--- config.mk ---
export PLATFORM = sky130hd
export DESIGN_NAME = fraction_arith_reduce
export DESIGN_NICKNAME = d
export VERILOG_FILES = /design/src/sv/far_pkg.sv /design/src/sv/far_front.sv /design/src/sv/far_queue.sv /design/src/sv/far_back.sv /design/src/sv/fraction_arith_reduce.sv
export SDC_FILE = /design/constraint.sdc
export NUM_CORES = 2
export LEC_CHECK = 0
export ABC_AREA = 0
export BUFFER_PORTS_ARGS = -buffer_cell sky130_fd_sc_hd__buf_2
export CELL_PAD_IN_SITES_DETAIL_PLACEMENT = 0
export CELL_PAD_IN_SITES_GLOBAL_PLACEMENT = 1
export CORE_ASPECT_RATIO = 1.2
export CORE_MARGIN = 2
export CORE_UTILIZATION = 35
export CTS_CLUSTER_SIZE = 40
export DETAILED_ROUTE_END_ITERATION = 6
export HOLD_SLACK_MARGIN = 0.08
export PLACE_DENSITY = 0.7
export SKIP_CTS_REPAIR_TIMING = 1
export SYNTH_ARGS = -nofsm -noshare
export SYNTH_HDL_FRONTEND = slang
export SYNTH_SLANG_ARGS = --single-unit
export TNS_END_PERCENT = 30
--- constraint.sdc ---
create_clock -name clk_i -period 20 [get_ports clk_i]
set_input_delay 4 -clock clk_i [delete_from_list [all_inputs] [get_ports clk_i]]
set_output_delay 4 -clock clk_i [all_outputs]
set_load 0.03 [all_outputs]
--- src/sv/far_pkg.sv ---
// ----------------------------------------------------------------------------
// far_pkg
// Shared types and operation codes for the fraction arithmetic block.
// ----------------------------------------------------------------------------
package far_pkg;

  localparam logic [1:0] OP_ADD = 2'd0;
  localparam logic [1:0] OP_SUB = 2'd1;
  localparam logic [1:0] OP_MUL = 2'd2;
  localparam logic [1:0] OP_DIV = 2'd3;

  // Operand width; result widths follow so that products and sums stay exact
  localparam int unsigned OPERAND_W = 16;
  localparam int unsigned NUM_W     = 2 * OPERAND_W + 1;
  localparam int unsigned DEN_W     = 2 * OPERAND_W;

  localparam int unsigned S_TDATA_W = ((4 * OPERAND_W + 7) / 8) * 8;
  localparam int unsigned M_TDATA_W = ((NUM_W + DEN_W + 7) / 8) * 8;

  // Classified job handed from front to back
  typedef struct packed {
    logic              bad;    // error, result fields zero
    logic              zero;   // zero numerator, raw denominator out
    logic              neg;    // result numerator negative
    logic [NUM_W-1:0]  unum;   // numerator magnitude
    logic [DEN_W-1:0]  uden;   // denominator magnitude
    logic [DEN_W-1:0]  rden;   // raw signed denominator
  } job_t;

endpackage

--- src/sv/far_front.sv ---
// ----------------------------------------------------------------------------
// far_front
// Accept a request, form cross products with one multiplier (one multiply a
// cycle) and classify into a job for the reduction back end.
// ----------------------------------------------------------------------------
module far_front #(
  parameter int unsigned OperandWidth = 16
) (
  input  logic                      clk_i,
  input  logic                      rst_ni,
  input  logic                      in_valid_i,
  output logic                      in_ready_o,
  input  logic [1:0]                op_i,
  input  logic [OperandWidth-1:0]   a_num_i,
  input  logic [OperandWidth-1:0]   a_den_i,
  input  logic [OperandWidth-1:0]   b_num_i,
  input  logic [OperandWidth-1:0]   b_den_i,
  output logic                      job_valid_o,
  input  logic                      job_ready_i,
  output far_pkg::job_t             job_o
);
  import far_pkg::*;

  localparam int unsigned PW = 2 * OperandWidth;

  localparam logic [2:0] S_IDLE = 3'd0;
  localparam logic [2:0] S_M0   = 3'd1;
  localparam logic [2:0] S_M1   = 3'd2;
  localparam logic [2:0] S_M2   = 3'd3;
  localparam logic [2:0] S_CLS  = 3'd4;
  localparam logic [2:0] S_OUT  = 3'd5;

  logic [2:0]                     state_q, state_d;
  logic [1:0]                     op_q;
  logic signed [OperandWidth-1:0] an_q, ad_q, bn_q, bd_q;
  logic signed [PW-1:0]           p0_q, p1_q, p2_q;
  job_t                           job_q;

  logic signed [OperandWidth-1:0] ma, mb;
  logic signed [PW-1:0]           prod;
  logic signed [PW:0]             num_c;
  logic signed [PW-1:0]           den_c;
  logic [PW:0]                    unum_c;
  logic [PW-1:0]                  uden_c;

  assign in_ready_o  = (state_q == S_IDLE);
  assign job_valid_o = (state_q == S_OUT);
  assign job_o       = job_q;

  // Multiplier operand select per step
  always_comb begin
    ma = an_q;
    mb = bd_q;
    unique case (state_q)
      S_M0: begin ma = an_q; mb = (op_q == OP_MUL) ? bn_q : bd_q; end
      S_M1: begin ma = ad_q; mb = (op_q == OP_DIV) ? bn_q : bd_q; end
      S_M2: begin ma = ad_q; mb = bn_q; end
      default: begin ma = an_q; mb = bd_q; end
    endcase
  end
  assign prod = PW'(ma * mb);

  always_comb begin
    case (op_q)
      OP_ADD:  num_c = {p0_q[PW-1], p0_q} + {p2_q[PW-1], p2_q};
      OP_SUB:  num_c = {p0_q[PW-1], p0_q} - {p2_q[PW-1], p2_q};
      default: num_c = {p0_q[PW-1], p0_q};
    endcase
    den_c = p1_q;
  end

  assign unum_c = num_c[PW] ? (PW+1)'(-num_c) : num_c;
  assign uden_c = den_c[PW-1] ? PW'(-den_c) : den_c;

  always_comb begin
    state_d = state_q;
    unique case (state_q)
      S_IDLE: if (in_valid_i) state_d = S_M0;
      S_M0:   state_d = S_M1;
      S_M1:   state_d = S_M2;
      S_M2:   state_d = S_CLS;
      S_CLS:  state_d = S_OUT;
      S_OUT:  if (job_ready_i) state_d = S_IDLE;
      default: state_d = S_IDLE;
    endcase
  end

  always_ff @(posedge clk_i or negedge rst_ni) begin
    if (!rst_ni) begin
      state_q <= S_IDLE;
    end else begin
      state_q <= state_d;
    end
  end

  always_ff @(posedge clk_i) begin
    if (state_q == S_IDLE && in_valid_i) begin
      op_q <= op_i;
      an_q <= a_num_i;
      ad_q <= a_den_i;
      bn_q <= b_num_i;
      bd_q <= b_den_i;
    end
    if (state_q == S_M0) p0_q <= prod;
    if (state_q == S_M1) p1_q <= prod;
    if (state_q == S_M2) begin
      p2_q  <= prod;
    end
    // Build the whole job here so it is complete on the first S_OUT cycle
    if (state_q == S_CLS) begin
      job_q.bad  <= (ad_q == '0) || (bd_q == '0) || (den_c == '0);
      job_q.zero <= (num_c == '0);
      job_q.neg  <= num_c[PW] ^ den_c[PW-1];
      job_q.rden <= DEN_W'(den_c);
      job_q.unum <= NUM_W'(unum_c);
      job_q.uden <= DEN_W'(uden_c);
    end
  end
endmodule

--- src/sv/far_queue.sv ---
// ----------------------------------------------------------------------------
// far_queue
// Two-entry queue between classifier and reduction engine.
// ----------------------------------------------------------------------------
module far_queue (
  input  logic          clk_i,
  input  logic          rst_ni,
  input  logic          wr_valid_i,
  output logic          wr_ready_o,
  input  far_pkg::job_t wr_data_i,
  output logic          rd_valid_o,
  input  logic          rd_ready_i,
  output far_pkg::job_t rd_data_o
);
  import far_pkg::*;

  job_t       mem_q [2];
  logic       wp_q, rp_q;
  logic [1:0] cnt_q;
  logic       wr, rd;

  assign wr_ready_o = (cnt_q != 2'd2);
  assign rd_valid_o = (cnt_q != 2'd0);
  assign rd_data_o  = mem_q[rp_q];
  assign wr = wr_valid_i && wr_ready_o;
  assign rd = rd_valid_o && rd_ready_i;

  always_ff @(posedge clk_i or negedge rst_ni) begin
    if (!rst_ni) begin
      wp_q  <= 1'b0;
      rp_q  <= 1'b0;
      cnt_q <= 2'd0;
    end else begin
      if (wr) wp_q <= ~wp_q;
      if (rd) rp_q <= ~rp_q;
      cnt_q <= cnt_q + {1'b0, wr} - {1'b0, rd};
    end
  end

  always_ff @(posedge clk_i) begin
    if (wr) mem_q[wp_q] <= wr_data_i;
  end
endmodule

--- src/sv/far_back.sv ---
// ----------------------------------------------------------------------------
// far_back
// Euclidean reduction with a shared restoring divider (one quotient bit a
// cycle), then divide numerator and denominator by the divisor found.
// ----------------------------------------------------------------------------
module far_back (
  input  logic          clk_i,
  input  logic          rst_ni,
  input  logic          job_valid_i,
  output logic          job_ready_o,
  input  far_pkg::job_t job_i,
  output logic          res_valid_o,
  input  logic          res_ready_i,
  output logic [far_pkg::NUM_W-1:0] res_num_o,
  output logic [far_pkg::DEN_W-1:0] res_den_o,
  output logic          res_bad_o
);
  import far_pkg::*;

  localparam int unsigned W  = NUM_W;
  localparam int unsigned CW = $clog2(W + 1);

  localparam logic [2:0] S_IDLE = 3'd0;
  localparam logic [2:0] S_GCD  = 3'd1;
  localparam logic [2:0] S_DN   = 3'd2;
  localparam logic [2:0] S_DD   = 3'd3;
  localparam logic [2:0] S_OUT  = 3'd4;

  logic [2:0]    state_q, state_d;
  logic          div_busy_q;
  logic [CW-1:0] cnt_q;
  logic [W-1:0]  dvd_q, dvs_q, quo_q;
  logic [W:0]    rem_q;
  logic [W-1:0]  x_q, y_q, g_q, unum_q, uden_q;
  logic          neg_q;
  logic [NUM_W-1:0] onum_q;
  logic [DEN_W-1:0] oden_q;
  logic          obad_q;

  logic [W:0]    trial;
  logic          fits;
  logic [W:0]    rem_n;
  logic [W-1:0]  quo_n;
  logic          div_done;

  assign job_ready_o = (state_q == S_IDLE);
  assign res_valid_o = (state_q == S_OUT);
  assign res_num_o   = onum_q;
  assign res_den_o   = oden_q;
  assign res_bad_o   = obad_q;

  assign trial    = {rem_q[W-1:0], dvd_q[W-1]};
  assign fits     = (trial >= {1'b0, dvs_q});
  assign rem_n    = fits ? trial - {1'b0, dvs_q} : trial;
  assign quo_n    = {quo_q[W-2:0], fits};
  assign div_done = div_busy_q && (cnt_q == CW'(1));

  always_comb begin
    state_d = state_q;
    unique case (state_q)
      S_IDLE: begin
        if (job_valid_i) begin
          state_d = (job_i.bad || job_i.zero) ? S_OUT : S_GCD;
        end
      end
      S_GCD: if (div_done && rem_n == '0) state_d = S_DN;
      S_DN:  if (div_done) state_d = S_DD;
      S_DD:  if (div_done) state_d = S_OUT;
      S_OUT: if (res_ready_i) state_d = S_IDLE;
      default: state_d = S_IDLE;
    endcase
  end

  always_ff @(posedge clk_i or negedge rst_ni) begin
    if (!rst_ni) begin
      state_q    <= S_IDLE;
      div_busy_q <= 1'b0;
      cnt_q      <= '0;
    end else begin
      state_q <= state_d;
      if (state_q == S_IDLE && job_valid_i && !job_i.bad && !job_i.zero) begin
        div_busy_q <= 1'b1;
        cnt_q      <= CW'(W);
      end else if (div_busy_q) begin
        if (cnt_q == CW'(1)) begin
          // start next division unless finishing the last one
          div_busy_q <= !(state_q == S_DD);
          cnt_q      <= CW'(W);
        end else begin
          cnt_q <= cnt_q - CW'(1);
        end
      end
    end
  end

  always_ff @(posedge clk_i) begin
    if (state_q == S_IDLE && job_valid_i) begin
      neg_q  <= job_i.neg;
      obad_q <= job_i.bad;
      onum_q <= '0;
      oden_q <= job_i.bad ? '0 : job_i.rden;
      unum_q <= job_i.unum;
      uden_q <= W'(job_i.uden);
      x_q    <= job_i.unum;
      y_q    <= W'(job_i.uden);
      dvd_q  <= job_i.unum;
      dvs_q  <= W'(job_i.uden);
      rem_q  <= '0;
      quo_q  <= '0;
    end else if (div_busy_q) begin
      if (cnt_q == CW'(1)) begin
        rem_q <= '0;
        quo_q <= '0;
        unique case (state_q)
          S_GCD: begin
            if (rem_n == '0) begin
              g_q   <= dvs_q;
              dvd_q <= unum_q;
            end else begin
              dvd_q <= dvs_q;
              dvs_q <= rem_n[W-1:0];
            end
          end
          S_DN: begin
            onum_q <= neg_q ? NUM_W'(-quo_n) : NUM_W'(quo_n);
            dvd_q  <= uden_q;
            dvs_q  <= g_q;
          end
          S_DD: oden_q <= DEN_W'(quo_n);
          default: ;
        endcase
        if (state_q == S_GCD && rem_n == '0) dvs_q <= dvs_q;
      end else begin
        rem_q <= rem_n;
        quo_q <= quo_n;
        dvd_q <= {dvd_q[W-2:0], 1'b0};
      end
    end
  end
endmodule

--- src/sv/fraction_arith_reduce.sv ---
// ----------------------------------------------------------------------------
// fraction_arith_reduce
// Exact rational add, subtract, multiply and divide with reduction by the
// greatest common divisor.
// ----------------------------------------------------------------------------
// Usage:
//   s_axis carries one request: tuser = req_type, tdata = a_num, a_den,
//   b_num, b_den from the lowest bit up. m_axis returns one result per
//   request: tdata = res_num, res_den; tuser = bad_denominator.
//   The front end takes a request, forms the cross products with one
//   multiplier and classifies it (error, zero numerator, sign). A
//   two-entry queue hands the job to the back end. The back end runs
//   Euclid with one restoring divider, then two more divisions for
//   numerator and denominator. A request with an error or a zero
//   numerator skips the divider. The back end takes one request at a
//   time, the front end running ahead.
//   Reset clears all control state; no clearing pass is needed.
//   A stalled m_axis holds its result; the queue then fills and s_axis
//   tready drops.
// ----------------------------------------------------------------------------
module fraction_arith_reduce (
  input  logic                       clk_i,
  input  logic                       rst_ni,
  input  logic                       s_axis_tvalid,
  output logic                       s_axis_tready,
  // a_num, a_den, b_num, b_den from bit 0 up
  input  logic [far_pkg::S_TDATA_W-1:0] s_axis_tdata,
  // req_type
  input  logic [1:0]                 s_axis_tuser,
  output logic                       m_axis_tvalid,
  input  logic                       m_axis_tready,
  // res_num (33), res_den (32) from bit 0 up, zero filled
  output logic [far_pkg::M_TDATA_W-1:0] m_axis_tdata,
  // bad_denominator
  output logic                       m_axis_tuser
);
  import far_pkg::*;

  localparam int unsigned OW = OPERAND_W;

  logic          fj_valid, fj_ready, bj_valid, bj_ready;
  job_t          fj, bj;
  logic [NUM_W-1:0] rnum;
  logic [DEN_W-1:0] rden;

  far_front #(.OperandWidth(OW)) u_front (
    .clk_i, .rst_ni,
    .in_valid_i (s_axis_tvalid),
    .in_ready_o (s_axis_tready),
    .op_i       (s_axis_tuser),
    .a_num_i    (s_axis_tdata[OW-1:0]),
    .a_den_i    (s_axis_tdata[2*OW-1:OW]),
    .b_num_i    (s_axis_tdata[3*OW-1:2*OW]),
    .b_den_i    (s_axis_tdata[4*OW-1:3*OW]),
    .job_valid_o(fj_valid),
    .job_ready_i(fj_ready),
    .job_o      (fj)
  );

  // Decouple classification from reduction
  far_queue u_queue (
    .clk_i, .rst_ni,
    .wr_valid_i(fj_valid), .wr_ready_o(fj_ready), .wr_data_i(fj),
    .rd_valid_o(bj_valid), .rd_ready_i(bj_ready), .rd_data_o(bj)
  );

  far_back u_back (
    .clk_i, .rst_ni,
    .job_valid_i(bj_valid), .job_ready_o(bj_ready), .job_i(bj),
    .res_valid_o(m_axis_tvalid), .res_ready_i(m_axis_tready),
    .res_num_o(rnum), .res_den_o(rden), .res_bad_o(m_axis_tuser)
  );

  assign m_axis_tdata = M_TDATA_W'({rden, rnum});
endmodule

==> summary.md <==
| Metric | Value |
|---|---|
| Worst setup SP type | flop |
| CTS Root Cell | clkbuf_16 |
| Most Frequent Cell on Critical Path | fa_1 |
| # placed instances | roughly 5.7k |
| Crit-path max cell delay | 0.89 ns |
| GRT Util Overall | between 10% and 20% |
| Yosys cell types | 83 |
| Clock sinks | 772 |
| Residual DRC | 4 |
| Worst Path Max Fanout | 56 |
| FMAX | 0.113 GHz |
| Most frequent cell after synthesis | edfxtp_1 |
| Worst setup margin | between 10 and 15 ns |
| Initial Util | 35.2% |
| Share of post-route cells with drive strength above 1 | between 10% and 20% |
| Via Count | 30.3k |
| Num CTS Buffers | 79 |
| Worst-margin pin slew | about 1.1 ns |
| Reg2Reg Depth | 28 |
| Total number of yosys warnings | 0 |
| Syn-to-layout area delta | 11.3% |
| Syn Area/Cell | 11.3 µm² |
| Period utilisation layout | approximately 44% |
| Later-pin clock latency in the skew report | 0.67 ns |
| Worst min-delay path class | flop to flop |
| Final Net Count | 4615 |
| CP startpoint | u_front.op_q[1] |
| Num rows | 145 |
| Cell family with most CP delay | adder cells |
| Synth top cells by count | edfxtp_1 (656), inv_1 (399), nand2_1 (368) |
| Maximum clock insertion buffer count | 3 |
| WL per Instance | slightly above 20 µm |
| Post-synth EDFFs | 656 |
| Gpl congestion | 0.909 |
| Ports | 145 |
| Grt total ovfl | 0 |
| Worst endpoint data arrival time | slightly above 9 ns |
| Period minus WS final | between 8 and 9 ns |
| Logic depth of the worst path, buffers included | 28 |
| Crit. End Element | flop |
| Normalized max-slew margin | about a quarter |
| Mapped Cells | a little over 4k |
| DR pass1 iterations | 7 |
| Die Area | 134000 µm² |
| Leading area contributor after synthesis | edfxtp_1 |
| Non-filler cells, final | 5882 |
| CTS tree | done |
| Failing checks | design-rule violations |
| DP HPWL | approximately 90000 µm |
| DRT Wirelength | 120000 µm |
| Clk pin slew, worst setup/hold paths | approximately 0.07 ns |
| Synth top area cells | edfxtp_1 (43%), fa_1 (12%), dfxtp_1 (4.3%) |
| Worst clock skew | 0.0640 ns |
| Antenna viol nets, final | 0 |
| Hold path depth | 0 |
| RSZ-0062 raised after global routing | no |
| H-tree levels | 3 |
| Most common flop cell mapped by yosys | edfxtp_1 |
| Pre-CTS WS | 11.02 ns |
| Die X-Extent | 334 µm |
| Cell area after synthesis | 45700 µm² |
| Antenna violations before repair | 1 |
| Hold Vio Cnt, Final | 0 |
| Vias per inst | 5.15 |
| Setup CP Type | flop to flop |
| Buf+Inv Stages, Crit Path | 6 |
| Result of the run | finished, violations left |
| Core area | 130000 µm² |
| Initial DRC count | 2242 |
| Hold_sp | u_front.job_o[82] |
| Flops & latches, synth | between 700 and 800 |
| Register area share after synthesis | 48.3% |
| Asr flop ratio synth | between 2 and 2.5% |
| Final setup vio count | 0 |
| Vias in the first global route | 31.0k |
| Area fraction of the dominant cell type after synthesis | 43.1% |
| RR Startpoint | u_front.op_q[1] |
| Post-route setup TNS | 0 ns |
| Die Y-Extent | 400 µm |
| Max cap viols | 0 |
| Critical path's slowest cell | a21oi_4 |
| Fin. max-slew vios | 0 |
| Worst Path Required | a little over 20 ns |
| First-pass GRT wire length | 186000 µm |
| Pin count of the biggest net entering global routing | 84 |
| Port bufs | 137 |
cells in the final DEF (no fill, tap or decap), drive strengths merged, types with 23 or more instances in the layout:
| master | instances |
|---|---|
| nor3 | 49 |
| fa | 264 |
| clkbuf | 98 |
| xor2 | 86 |
| nand2b | 58 |
| o21a | 24 |
| and3 | 26 |
| a31o | 32 |
| nand4 | 23 |
| nor4 | 26 |
| inv | 407 |
| nand3 | 96 |
| ha | 156 |
| o31ai | 94 |
| clkinv | 30 |
| xnor2 | 115 |
| or3 | 32 |
| edfxtp | 656 |
| buf | 192 |
| a21oi | 158 |
| o21ai | 187 |
| a21o | 39 |
| nor2 | 337 |
| a211oi | 42 |
| dfxtp | 99 |
| mux2i | 127 |
| mux2 | 94 |
| nand2 | 368 |
state kept, by name, indices dropped and copies added, names as in the netlist, 2 cells and up:
signal,count
u_front.p0_q,32
u_front.an_q,16
u_back.res_den_o,32
u_back.unum_q,33
u_back.dvs_q,33
u_front.den_c,32
u_front.job_o,99
u_back.uden_q,32
u_back.dvd_q,33
u_front.op_q,2
u_front.p2_q,32
u_front.bd_q,16
u_front.ad_q,16
u_back.rem_q,33
u_queue.cnt_q,2
u_back.res_num_o,33
u_front.bn_q,16
u_front.state_q,3
u_back.g_q,33
u_queue.mem_q,198
u_back.cnt_q,6
u_back.quo_q,32
u_back.state_q,3
cell families (layout without fill, tap and decap cells):
logic type	count (synthesis)	count (layout)	share of synthesized area (%)
adder cells (fa/ha/maj)	420	420	15.8
XOR/XNOR	201	201	3.86
multiplexers	221	221	5.09
flip-flops	772	772	48.3
other	1	9	0.00820
AO/OA/AOI/OAI	716	716	10.6
AND/OR/NAND/NOR	1113	1113	11.2
buffers and inverters	594	740	5.15
worst register-to-register path, delay by kind of cell, from the launching register on:
kind            cells  cell delay (ns)
fa+ha+maj           7             3.37
compound gates     11             3.25
mux                 1             0.31
buf+inv             6             0.93
xor+xnor            1             0.11
flops               1             0.32
simple gates        2             0.32
stage by stage:
step           utilization [%]  instance area (µm²)  hold slack [ns]
6_report                  39.2                50900            0.403
5_1_grt                   39.2                50900            0.411
4_1_cts                   39.2                50900            0.397
3_5_place_dp              37.1                48200            0.429
3_3_place_gp              37.1                48200            0.422
2_1_floorplan                -                45800            0.421
area by class of cell:
type | count | area (µm²)
Inverter | 402 | 1510
Clock buffer | 98 | 2100
Antenna cell | 2 | 5.00
Clock inverter | 48 | 573
Sequential cell | 772 | 22100
Multi-Input combinational cell | 2678 | 21400
Fill cell | 12500 | 79000
Timing Repair Buffer | 192 | 1100
Tap cell | 1690 | 2110
final timing paths:
| path | slack (ns) | endpoint |
|---|---|---|
| worst min register to register | 0.40 | u_queue.mem_q[0][82] |
| min in group asynchronous | 3.33 | u_back.cnt_q[1] |
| worst min-delay path | 0.40 | u_queue.mem_q[0][82] |
| worst max register to register | 11.12 | u_front.den_c[31] |
| max in group asynchronous | 16.24 | u_queue.rp_q |
| worst max-delay path | 11.12 | u_front.den_c[31] |
routing by layer:
metal / up-vias / wire length, µm / global-route usage (%)
li1: 14300 / - / -
met1: 15100 / 50600 / 22.4
met2: 706 / 60300 / 31.8
met3: 197 / 4280 / 1.98
met4: 0 / 4730 / 7.39
met5: - / 0 / 0
Power is left out: the tool's default activity adds up to more than one toggle a clock period on the data nets, which glitch-free logic cannot reach.
